<file path="config.mk">
export PLATFORM = sky130hd
export DESIGN_NAME = synchronous_demodulator_log_level_core
export DESIGN_NICKNAME = d
export VERILOG_FILES = /design/src/rtl/sdll_pkg.sv /design/src/rtl/sdll_level.sv /design/src/rtl/synchronous_demodulator_log_level_core.sv
export SDC_FILE = /design/constraint.sdc
export NUM_CORES = 1
export LEC_CHECK = 0
export ABC_CLOCK_PERIOD_IN_PS = 12200
export BUFFER_PORTS_ARGS = -buffer_cell sky130_fd_sc_hd__clkbuf_2
export CORE_MARGIN = 4
export CORE_UTILIZATION = 55
export CTS_CLUSTER_DIAMETER = 80
export CTS_CLUSTER_SIZE = 40
export DETAILED_ROUTE_END_ITERATION = 7
export GPL_TIMING_DRIVEN = 0
export PLACE_DENSITY = 0.75
export SYNTH_ARGS = -nofsm -noshare
export SYNTH_HDL_FRONTEND = slang
export SYNTH_SLANG_ARGS = --single-unit
</file>
<file path="constraint.sdc">
create_clock -name clk -period 12.2 [get_ports clk]
set_clock_uncertainty 0.05 [all_clocks]
set_input_delay 0 -clock clk [delete_from_list [all_inputs] [get_ports clk]]
set_output_delay 0 -clock clk [all_outputs]
set_load 0.05 [all_outputs]
</file>
<file path="src/rtl/sdll_pkg.sv">
// ----------------------------------------------------------------------------
// sdll_pkg
// Shared types and constants of the synchronous demodulator with log level.
// ----------------------------------------------------------------------------
package sdll_pkg;

    localparam int SAMPLE_BITS = 12;
    localparam int ACC_BITS    = 32;
    localparam int TICK_BITS   = 8;
    localparam int HALF_BITS   = 7;
    localparam int SHIFT_BITS  = 4;
    localparam int LEVEL_BITS  = 7;
    localparam int TOP_BITS    = $clog2(ACC_BITS - 1);
    localparam int ADDR_BITS   = 4;
    localparam int DATA_BITS   = 32;

    localparam logic [SHIFT_BITS-1:0] DC_SHIFT_RESET     = SHIFT_BITS'(8);
    localparam logic [SHIFT_BITS-1:0] SMOOTH_SHIFT_RESET = SHIFT_BITS'(8);
    localparam logic [HALF_BITS-1:0]  HALF_PERIOD_RESET  = HALF_BITS'(11);
    localparam logic [LEVEL_BITS-1:0] LEVEL_OFFSET       = LEVEL_BITS'(8);

    typedef enum logic [1:0] {
        REG_DC_SHIFT     = 2'd0,
        REG_SMOOTH_SHIFT = 2'd1,
        REG_HALF_PERIOD  = 2'd2,
        REG_UNUSED       = 2'd3
    } reg_index_t;

endpackage

</file>
<file path="src/rtl/sdll_level.sv">
// ----------------------------------------------------------------------------
// sdll_level
// Log level of the integrator: top set bit of the negated value, offset by
// the integrator time constant; zero when the integrator is non-negative.
// ----------------------------------------------------------------------------
module sdll_level
    import sdll_pkg::*;
(
    input  logic [ACC_BITS-1:0]   accum,
    input  logic [SHIFT_BITS-1:0] smooth_shift,
    output logic [LEVEL_BITS-1:0] level
);

    logic [ACC_BITS-1:0] mag;
    logic [TOP_BITS-1:0] top;

    assign mag = ACC_BITS'(0) - accum;

    always_comb
    begin
        top = '0;
        for (int i = 0; i < ACC_BITS - 1; i++)
        begin
            if (mag[i])
            begin
                top = TOP_BITS'(i);
            end
        end
    end

    always_comb
    begin
        if (!accum[ACC_BITS-1])
        begin
            level = '0;
        end
        else
        begin
            level = LEVEL_BITS'(top) + LEVEL_OFFSET - LEVEL_BITS'(smooth_shift);
        end
    end

endmodule

</file>
<file path="src/rtl/synchronous_demodulator_log_level_core.sv">
// ----------------------------------------------------------------------------
// synchronous_demodulator_log_level_core
// Square-carrier lock-in demodulator: DC-removing high-pass, carrier sign,
// leaky integrator and logarithmic level, with an APB-style register port.
// ----------------------------------------------------------------------------
// Throughput: 1 request per cycle unless result_stall holds a valid result;
//   the whole tick update, both accumulator updates and the level encode,
//   complete in the cycle of acceptance and are registered onto the output for the next cycle.
// Reset: rst_n clears counter, accumulators, drive, level and the valid flag,
//   and loads dc_shift = 8, smooth_shift = 8, half_period = 11.
// ----------------------------------------------------------------------------
module synchronous_demodulator_log_level_core
    import sdll_pkg::*;
(
    input  logic                   clk,
    input  logic                   rst_n,

    input  logic                   psel,
    input  logic                   penable,
    input  logic                   pwrite,
    input  logic [ADDR_BITS-1:0]   paddr,
    input  logic [DATA_BITS-1:0]   pwdata,
    output logic [DATA_BITS-1:0]   prdata,
    output logic                   pready,

    input  logic                   sample_valid,
    output logic                   sample_stall,
    input  logic [SAMPLE_BITS-1:0] adc_sample,
    input  logic                   laser_enable,

    output logic                   result_valid,
    input  logic                   result_stall,
    output logic                   drive_level,
    output logic                   demod_update,
    output logic [LEVEL_BITS-1:0]  log_level,
    output logic [ACC_BITS-1:0]    demod_value
);

    logic [SHIFT_BITS-1:0] dc_shift_reg;
    logic [SHIFT_BITS-1:0] smooth_shift_reg;
    logic [HALF_BITS-1:0]  half_period_reg;

    logic [TICK_BITS-1:0]  tick_reg,     tick_next;
    logic [ACC_BITS-1:0]   dc_accum_reg, dc_accum_next;
    logic [ACC_BITS-1:0]   smooth_reg,   smooth_next;
    logic                  drive_reg,    drive_next;
    logic [LEVEL_BITS-1:0] level_reg,    level_next;
    logic                  update_reg;
    logic                  valid_reg;

    logic                  cfg_write;
    reg_index_t            cfg_index;
    logic                  accept;

    logic [HALF_BITS-1:0]  hp;
    logic [TICK_BITS-1:0]  full_period;
    logic [TICK_BITS-1:0]  tick_inc;
    logic [TICK_BITS-1:0]  tick_wrap;
    logic                  period_hit;
    logic                  half_hit;
    logic                  run;

    logic [ACC_BITS-1:0]   dc_leak;
    logic [ACC_BITS-1:0]   smooth_leak;
    logic [ACC_BITS-1:0]   h1;
    logic [ACC_BITS-1:0]   demod_in;
    logic [ACC_BITS-1:0]   smooth_step;
    logic [LEVEL_BITS-1:0] level_calc;

    // register port
    assign pready    = 1'b1;
    assign cfg_write = psel && penable && pwrite;
    assign cfg_index = reg_index_t'(paddr[ADDR_BITS-1:2]);

    always_comb
    begin
        case (cfg_index)
            REG_DC_SHIFT:     prdata = DATA_BITS'(dc_shift_reg);
            REG_SMOOTH_SHIFT: prdata = DATA_BITS'(smooth_shift_reg);
            REG_HALF_PERIOD:  prdata = DATA_BITS'(half_period_reg);
            default:          prdata = '0;
        endcase
    end

    always_ff @(posedge clk or negedge rst_n)
    begin
        if (!rst_n)
        begin
            dc_shift_reg     <= DC_SHIFT_RESET;
            smooth_shift_reg <= SMOOTH_SHIFT_RESET;
            half_period_reg  <= HALF_PERIOD_RESET;
        end
        else if (cfg_write)
        begin
            case (cfg_index)
                REG_DC_SHIFT:     dc_shift_reg     <= pwdata[SHIFT_BITS-1:0];
                REG_SMOOTH_SHIFT: smooth_shift_reg <= pwdata[SHIFT_BITS-1:0];
                REG_HALF_PERIOD:  half_period_reg  <= pwdata[HALF_BITS-1:0];
                default:          ;
            endcase
        end
    end

    // request handshake
    assign sample_stall = valid_reg && result_stall;
    assign accept       = sample_valid && !sample_stall;

    // carrier timing; zero half period counts as one
    assign hp          = (half_period_reg == '0) ? HALF_BITS'(1) : half_period_reg;
    assign full_period = {hp, 1'b0};
    assign tick_inc    = tick_reg + TICK_BITS'(1);
    assign period_hit  = tick_inc >= full_period;
    assign tick_wrap   = period_hit ? '0 : tick_inc;
    assign half_hit    = tick_wrap == TICK_BITS'(hp);
    assign run         = period_hit || half_hit;
    assign tick_next   = tick_wrap;

    always_comb
    begin
        drive_next = drive_reg;
        if (period_hit && laser_enable)
        begin
            drive_next = 1'b1;
        end
        if (half_hit)
        begin
            drive_next = 1'b0;
        end
    end

    // high-pass, carrier sign, leaky integrator
    assign dc_leak       = ACC_BITS'($signed(dc_accum_reg) >>> dc_shift_reg);
    assign smooth_leak   = ACC_BITS'($signed(smooth_reg) >>> smooth_shift_reg);
    assign h1            = ACC_BITS'(adc_sample) - dc_leak;
    assign dc_accum_next = run ? (dc_accum_reg + h1) : dc_accum_reg;
    assign demod_in      = half_hit ? (ACC_BITS'(0) - h1) : h1;
    assign smooth_step   = smooth_reg + demod_in - smooth_leak;
    assign smooth_next   = run ? smooth_step : smooth_reg;

    sdll_level u_level (
        .accum        (smooth_step),
        .smooth_shift (smooth_shift_reg),
        .level        (level_calc)
    );

    assign level_next = run ? level_calc : level_reg;

    always_ff @(posedge clk or negedge rst_n)
    begin
        if (!rst_n)
        begin
            tick_reg     <= '0;
            dc_accum_reg <= '0;
            smooth_reg   <= '0;
            drive_reg    <= 1'b0;
            level_reg    <= '0;
            update_reg   <= 1'b0;
            valid_reg    <= 1'b0;
        end
        else
        begin
            if (accept)
            begin
                tick_reg     <= tick_next;
                dc_accum_reg <= dc_accum_next;
                smooth_reg   <= smooth_next;
                drive_reg    <= drive_next;
                level_reg    <= level_next;
                update_reg   <= run;
                valid_reg    <= 1'b1;
            end
            else if (!result_stall)
            begin
                valid_reg    <= 1'b0;
            end
        end
    end

    // state registers change only with a new result, so they double as output
    assign result_valid = valid_reg;
    assign drive_level  = drive_reg;
    assign demod_update = update_reg;
    assign log_level    = level_reg;
    assign demod_value  = smooth_reg;

endmodule

</file>
Word level (Yosys, flattened, before mapping). Cells that the tools add are included.

Flip-flop bits (word level): 97. Input bits: 56. Word-level logic and storage cells: 80.

Add/sub/neg operators: 9. Order comparisons: 1. Equal/unequal tests: 4. Shifts and indexed selects: 2. Muxes and demuxes: 39. Reduce and logical (&&, ||, !) cells: 15.

Operator list (count): $mux W5 (15); $add A32 B32 Y32 (2); $sshr A32 B4 Y32 (2); $mux W32 (1); $mux W4 (8); $sub A1 B32 Y32 const A (1); $sub A12 B32 Y32 (1); $sub A32 B32 Y32 (1); $sub A1 B31 Y31 const A (1); $pmux W7 S3 (1); $mux W7 (2); $mux W3 (4); $reduce_and A2 Y1 (5); $add A8 B1 Y8 const B (1); $eq A8 B7 Y1 (1); $ge A8 B8 Y1 (1); $mux W8 (1); $logic_not A7 Y1 (1); $sub A7 B4 Y7 (1); $add A5 B4 Y6 const B (1); $logic_and A1 B1 Y1 (5); $mux W1 (5); $mux W2 (2); $eq A2 B1 Y1 const B (1); 6 further kinds (6).

Depth between registers and ports, before layout. Gate-level depths: netlist (run 1).

Word-level depth: 42. Gate-level depth with buffers: 46. Mapped depth without buffers: 42.

By module. From an unflattened synthesis (run 1), not the netlist that was laid out.

Cells, all modules: 1960. Area, all modules: 15168.3 um2.

By module, submodules not included: synchronous_demodulator_log_level_core (times used 1, cells an instance 1669, area an instance 13182.6 um2, sequential area each 2433.6 um2); sdll_level (times used 1, cells an instance 291, area an instance 1985.7 um2, sequential area each 0.0 um2).

Worst setup path before layout (run 1). Ideal clock, no wire load.

Path kind: register -> register. Start: reg dc_shift_reg[2]. End: reg level_reg[5] (netlist: log_level[5]). Library setup time: 92 ps. Data arrival time: 9445 ps. Slack: 2613 ps. Cell stages (with the launch flop): 43. Path buffers: 5. Clock period less this slack: 9587 ps. Cells stage by stage: dfrtp_1 -> inv_1 -> buf_1 -> clkbuf_1 -> clkbuf_1 -> clkbuf_1 -> a31oi_1 -> o21ai_0 -> ha_1 -> inv_1 -> fa_1 -> a21o_1 -> a21oi_1 -> xnor2_1 -> nor2_1 -> o21ai_0 -> or3b_2 -> nor4_1 -> [7 not listed] -> nand2_1 -> a21oi_1 -> a221oi_1 -> o21ai_2 -> and4b_1 -> nor3_1 -> nand4b_1 -> nor4b_2 -> mux2_2 -> a21oi_1 -> nand3_1 -> ha_1 -> nor2b_1 -> o21ai_0 -> nand2b_1 -> a211oi_1 -> xnor2_1 -> o31ai_2.

Word-level cells in the longest chain between the ends: 40.

Ends and longest elaborated chain: start, declared (line synchronous_demodulator_log_level_core.sv:39) `logic [SHIFT_BITS-1:0] dc_shift_reg;`; start signal, assigned (line synchronous_demodulator_log_level_core.sv:96) `REG_DC_SHIFT: dc_shift_reg <= pwdata[SHIFT_BITS-1:0];`; $sshr A32 B4 Y32 (*) (line synchronous_demodulator_log_level_core.sv:132) `assign dc_leak = ACC_BITS'($signed(dc_accum_reg) >>> dc_shift_reg);`; $sub A12 B32 Y32 (*) (line synchronous_demodulator_log_level_core.sv:134) `assign h1 = ACC_BITS'(adc_sample) - dc_leak;`; $sub A1 B32 Y32 (line synchronous_demodulator_log_level_core.sv:136) `assign demod_in = half_hit ? (ACC_BITS'(0) - h1) : h1;`; $mux W32 (*) (line synchronous_demodulator_log_level_core.sv:136); $add A32 B32 Y32 (*) (line synchronous_demodulator_log_level_core.sv:137) `assign smooth_step = smooth_reg + demod_in - smooth_leak;`; $sub A32 B32 Y32 (*) (line synchronous_demodulator_log_level_core.sv:137); $sub A1 B31 Y31 (line sdll_level.sv:17) `assign mag = ACC_BITS'(0) - accum;`; $mux W1 (line sdll_level.sv:24) `if (mag[i])`; $mux W2 (2 in series) (line sdll_level.sv:24); $mux W3 (4 in series) (line sdll_level.sv:24); $mux W4 (8 in series) (line sdll_level.sv:24); $mux W5 (15 in series) (line sdll_level.sv:24); $add A5 B4 Y6 (line sdll_level.sv:39) `level = LEVEL_BITS'(top) + LEVEL_OFFSET - LEVEL_BITS'(smooth_shift);`; $sub A7 B4 Y7 (line sdll_level.sv:39); $mux W7 (*) (line sdll_level.sv:33) `if (!accum[ACC_BITS-1])`; end signal, assigned (line synchronous_demodulator_log_level_core.sv:168) `level_reg <= level_next;`; end, declared (line synchronous_demodulator_log_level_core.sv:47) `logic [LEVEL_BITS-1:0] level_reg, level_next;`.

Every way passes the cells marked *; elsewhere a longest branch is shown, timed or not. A chain may end at the register's enable or synchronous reset.

Worst setup path after layout (run 1). Same ends and word-level chain as after synthesis.

==> impl_metrics.json, run 1 <==
{
  "run_status": "completed",
  "wire_per_inst_um": 20.19,
  "drt_pass1_iterations": 5,
  "critical_path_arrival_ns": 11.57,
  "final_antenna_net_count": 0,
  "rows": 59,
  "synthFlopType": "dfrtp_1",
  "cp.depth": 40,
  "drv_slew": 0,
  "seq_area_frac_synth": 0.1654,
  "antenna_found_initial": 1,
  "cts_tree": "done",
  "gr-total-overflow": 0,
  "syn_to_final_growth_pct": 9.049,
  "crit_type": "reg -> reg",
  "globalRouteTotalUtil": 0.3198,
  "clock_sinks": 97,
  "critPathRequiredTime_ns": 12.43,
  "grt_max_degree": 98,
  "htreeDepth": 3,
  "finalCritPeriodShare": 0.9294,
  "ys_seq_elements": 97,
  "synthArstFlopShare": 1.000,
  "max_slew.worst_pin.slew_ns": 1.244,
  "synth.distinct_cells": 102,
  "startpoint_type": "register",
  "yosys_warnings": 0,
  "clockBufferDepth": 2,
  "crit_path_max_incr_delay_ns": 0.59,
  "core_area_sq_um": 26210,
  "path_clk_slew_ns": 0.09,
  "post-route-min-period_ns": 11.34,
  "hold_class": "in -> reg",
  "cpMaxStageDelayCell": "xnor2_1",
  "clockRootBuffer": "clkbuf_16",
  "synth_edf_count": 0,
  "drive_gt1_frac": 0.1224,
  "avgViaCountPerCell": 6.340,
  "post_cts.repair.setup_buffers": 0,
  "crit_buf_inv": 6,
  "clkLatencyLatePin_ns": 0.38,
  "die_area_sq_um": 29430,
  "crit_family": "compound AO/OA/AOI/OAI gates",
  "gp_congestion": 1.001,
  "syn_area_sq_um": 14710,
  "mostFrequentLayoutCells": "nand2_1 (260), o21ai_0 (174), a21oi_1 (110)",
  "die_y_um": 171.6,
  "crit_fanout": 11,
  "setup_violations": 0,
  "drtIter0Drc": 1551,
  "n_antenna_cell": 0,
  "final_common_cell": "nand2_1",
  "rsz0062_at_grt": "false",
  "cap_violations": 0,
  "final_cells": 2336,
  "placed_cells": 2311,
  "drt-total-wl_mm": 47.15,
  "fmax_mhz": 88.20,
  "whs_path_depth": 4,
  "relSlewSlack": 0.1707,
  "drc_errors": 0,
  "fin_nets": 2177,
  "crit_start": "dc_shift_reg[2]",
  "numCtsBuffers": 9,
  "initial_utilization": 0.5614,
  "min_from": "paddr[3]",
  "grt_pass1_wl_mm": 74.93,
  "hold_viol": 0,
  "final.setup.tns_ns": 0,
  "numPortBuffers": 77,
  "cp-end-kind": "register",
  "dr_total_vias": 14810,
  "rr_startpoint": "dc_shift_reg[2]",
  "synth.avg_cell_area_sq_um": 7.846,
  "dp_hpwl_mm": 37.53,
  "r2r_cells": 40,
  "fp.dieW_um": 171.6,
  "postSynthCellCount": 1875,
  "pin_count": 132,
  "fillers": 2436,
  "grt_pass1_vias": 13859
}
-- final timing paths --
path,end,slack (ns)
worst max-delay path,log_level[5],0.86
worst min-delay path,half_period_reg[1],0.06
worst max register to register,log_level[5],0.86
worst min register to register,demod_update,0.43
max in group asynchronous,demod_value[16],11.29
min in group asynchronous,half_period_reg[4],0.23
-- metal layers --
layer | track usage | wire (um) | vias up | share of wire
met2 | 0.4915 | 20610 | 664 | 0.44
met5 | 0 | 0 | - | 0
met4 | 0.09990 | 1455 | 0 | 0.031
met3 | 0.05631 | 3945 | 90 | 0.084
met1 | 0.4597 | 21140 | 7014 | 0.45
li1 | - | - | 7042 | -
-- cells in the mapped netlist, types with 15 or more instances --
cell type,instances,share of area
nor4_1,16,0.0068
mux2i_1,59,0.040
and2_1,20,0.0085
nor2_1,108,0.028
inv_1,86,0.022
a31oi_1,38,0.016
a211oi_1,22,0.011
nand2b_1,21,0.0089
ha_1,91,0.077
or3_1,18,0.0077
dfrtp_1,92,0.16
fa_1,34,0.046
nand3_1,44,0.015
mux2_2,24,0.018
a21o_1,29,0.015
o211ai_1,20,0.010
xnor2_1,86,0.051
o21a_1,27,0.014
buf_4,26,0.013
and3_1,16,0.0068
nand4_1,15,0.0064
nor3_1,54,0.018
clkbuf_1,69,0.018
nand2_1,260,0.066
mux4_2,32,0.049
o21ai_0,174,0.059
a21oi_1,110,0.037
xor2_1,46,0.027
-- worst reg2reg max path: cells and delay by family, from the launching register on --
family / cells / cell delay, ns
buf+inv: 6 / 1.76
fa+ha+maj: 5 / 1.83
flops: 1 / 0.45
simple gates: 8 / 1.84
compound gates: 16 / 3.82
xor+xnor: 5 / 1.48
-- kinds of logic after synthesis --
kind of cell,after synthesis,synth area share
AO/OA/AOI/OAI,549,0.2417
adder cells (fa/ha/maj),125,0.1237
other,2,0.0005105
buffers and inverters,203,0.06098
XOR/XNOR,133,0.07969
multiplexers,122,0.1157
flip-flops,97,0.1654
AND/OR/NAND/NOR,644,0.2124
-- timing repair --
item	4_1_cts	5_1_grt
gates resized for setup	0	13
endpoints found under the hold margin	111	0
hold buffers	12	0
setup endpoints to repair	0	7
-- area by class of cell --
| cell class | count | area [sq um] | share of cell area |
|---|---|---|---|
| buffer | 112 | 560.5 | 0.03494 |
| clock buffer | 9 | 225.2 | 0.01404 |
| clock inverter | 7 | 61.31 | 0.003822 |
| inverter | 88 | 330.3 | 0.02059 |
| multi-input combinational | 1599 | 11500 | 0.7167 |
| sequential | 97 | 2434 | 0.1517 |
| tap | 335 | 419.2 | 0.02613 |
| timing repair buffer | 89 | 514.2 | 0.03205 |
-- per-stage QoR --
stage / instance area (sq um) / worst slack, ns / utilization / hold slack, ns
2_1_floorplan: 14800 / 2.613 / - / -0.3456
3_3_place_gp: 15610 / 0.6081 / 0.5955 / 0.1588
3_5_place_dp: 15620 / 0.3242 / 0.5958 / 0.1177
4_1_cts: 16020 / 0.3188 / 0.6114 / 0.06357
5_1_grt: 16040 / 0.06426 / 0.6122 / 0.1229
6_report: 16040 / 0.8618 / 0.6122 / 0.06471
Power of run 1 is not shown: default switching activity piles up to over one toggle a cycle in this logic, so the estimate is an artifact.
==> inputs of run 2 (changes only) <==
ABC_AREA = 1   (was default)
==> impl_metrics.json, run 2 <==
{
  "drive_gt1_frac": 0.1164,
  "drtIter0Drc": 1218,
  "hold_viol": 0,
  "fillers": 2482,
  "numCtsBuffers": 9,
  "grt_max_degree": 61,
  "numPortBuffers": 78,
  "syn_to_final_growth_pct": 9.676,
  "final.setup.tns_ns": 0,
  "yosys.area.top_type_share": 0.1685,
  "drv_slew": 0,
  "core_area_sq_um": 25110,
  "synth.most_common_cell": "nand2_1",
  "drc_errors": 0,
  "grt_pass1_vias": 13952,
  "grt_pass1_wl_mm": 71.51,
  "post-route-min-period_ns": 9.698,
  "final_common_cell": "nand2_1",
  "rsz0062_at_grt": "false",
  "run_status": "completed",
  "max_slew.worst_pin.slew_ns": 0.8386,
  "final_area_sq_um": 15350,
  "finalCritPeriodShare": 0.7949,
  "synth.distinct_cells": 70,
  "hold_class": "in -> reg",
  "avgViaCountPerCell": 5.557,
  "wire_per_inst_um": 16.85,
  "crit_buf_inv": 8,
  "dr_total_vias": 14576,
  "crit_path_max_incr_delay_ns": 0.51,
  "clockRootBuffer": "clkbuf_16",
  "synthTopCellsByArea": "nand2_1 (17%), dfrtp_1 (16%), o21ai_0 (8.5%), ha_1 (8.1%), inv_1 (7.1%)",
  "die_y_um": 167.5,
  "fp.dieW_um": 167.5,
  "synth_common_cells": "nand2_1 (628), inv_1 (264), o21ai_0 (237), nor2_1 (122), nand3_1 (94)",
  "rows": 58,
  "setup_violations": 0,
  "antenna_found_initial": 0,
  "initial_utilization": 0.5573,
  "gr-total-overflow": 0,
  "final_antenna_net_count": 0,
  "drt_pass1_iterations": 7,
  "gp_congestion": 0.9437,
  "globalRouteTotalUtil": 0.3123,
  "synthArstFlopShare": 1.000,
  "synth_edf_count": 0,
  "pin_count": 132,
  "critPathRequiredTime_ns": 12.41,
  "n_antenna_cell": 0,
  "mostFrequentLayoutCells": "nand2_1 (628), inv_1 (264), o21ai_0 (237)",
  "clock_sinks": 97,
  "die_area_sq_um": 28060,
  "cp-end-kind": "register",
  "clkLatencyLatePin_ns": 0.37,
  "crit_type": "reg -> reg",
  "startpoint_type": "register",
  "postSynthCellCount": 2163,
  "clockBufferDepth": 2,
  "cap_violations": 0,
  "cts_tree": "done",
  "placed_cell_area_sq_um": 14920,
  "crit_fanout": 10,
  "relSlewSlack": 0.4410,
  "yosys.area.top_type": "nand2_1",
  "ys_seq_elements": 97,
  "crit_top_cell": "nand2_1",
  "syn_area_sq_um": 13990,
  "yosys_warnings": 0,
  "post_cts.repair.setup_buffers": 0,
  "fmax_mhz": 103.1,
  "critical_path_arrival_ns": 9.91,
  "cpMaxStageDelayCell": "nor3_1",
  "synthFlopType": "dfrtp_1",
  "path_clk_slew_ns": 0.08,
  "dp_hpwl_mm": 36.81,
  "fin_nets": 2469,
  "synth.avg_cell_area_sq_um": 6.469,
  "htreeDepth": 3,
  "crit_family": "simple AND/OR/NAND/NOR gates",
  "drt-total-wl_mm": 44.19,
  "seq_area_frac_synth": 0.1739
}
## run 2: metrics by stage
stage	std cells	utilization	hold WS, ns	worst slack, ns
6_report	2623	0.6112	0.01830	2.502
5_1_grt	2623	0.6112	0.09794	1.616
4_1_cts	2623	0.6112	0.005134	2.647
3_5_place_dp	2596	0.5940	0.02024	2.687
3_3_place_gp	2595	0.5928	0.1462	2.834
2_1_floorplan	2187	-	-0.3456	4.343
## run 2: layout make-up
cell class,instances,area (sq um),share of cell area
Multi-Input combinational cell,1720,10080,0.6567
Sequential cell,97,2434,0.1586
Inverter,279,1047,0.06824
Timing Repair Buffer,90,530.5,0.03457
Buffer,91,523.0,0.03408
Tap cell,330,412.9,0.02691
Clock buffer,9,225.2,0.01468
Clock inverter,7,95.09,0.006196
## run 2: logic make-up after synthesis
logic type | Yosys count | synth area share
compound gates | 445 | 0.1810
xor+xnor | 114 | 0.07565
fa+ha+maj | 125 | 0.1300
buf+inv | 370 | 0.1122
flops | 97 | 0.1739
mux | 35 | 0.02504
other cells | 2 | 0.0005367
simple gates | 975 | 0.3016
## run 2: what timing repair did
item,in CTS,in global routing
setup endpoints to repair,0,0
hold buffers,11,0
gates resized for setup,0,0
endpoints found under the hold margin,55,0
## run 2: routing by layer
layer  track usage  share of wire  up-vias
met4        0.1006          0.032        0
met5             0              0        -
met2        0.5276           0.47      471
met3       0.03706          0.053       88
met1        0.4189           0.44     6774
li1              -              -     7243
## run 2: worst paths after layout
check / from / end / slack (ns) / cells past startpoint
max: dc_shift_reg[0] / log_level[5] / 2.50 / 49
min in group asynchronous: rst_n / log_level[4] / 0.15 / 2
min reg2reg: log_level[4] / log_level[4] / 0.44 / 2
min: paddr[2] / smooth_shift_reg[3] / 0.02 / 3
max in group asynchronous: rst_n / dc_shift_reg[3] / 11.20 / 3
max reg2reg: dc_shift_reg[0] / log_level[5] / 2.50 / 49
## run 2: worst min-delay path: cells and delay by family
family	cells	cell delay (ns)
AND/OR/NAND/NOR	1	0.21
AO/OA/AOI/OAI	1	0.11
buffers and inverters	1	0.10
Power of run 2 is left out for the same reason.
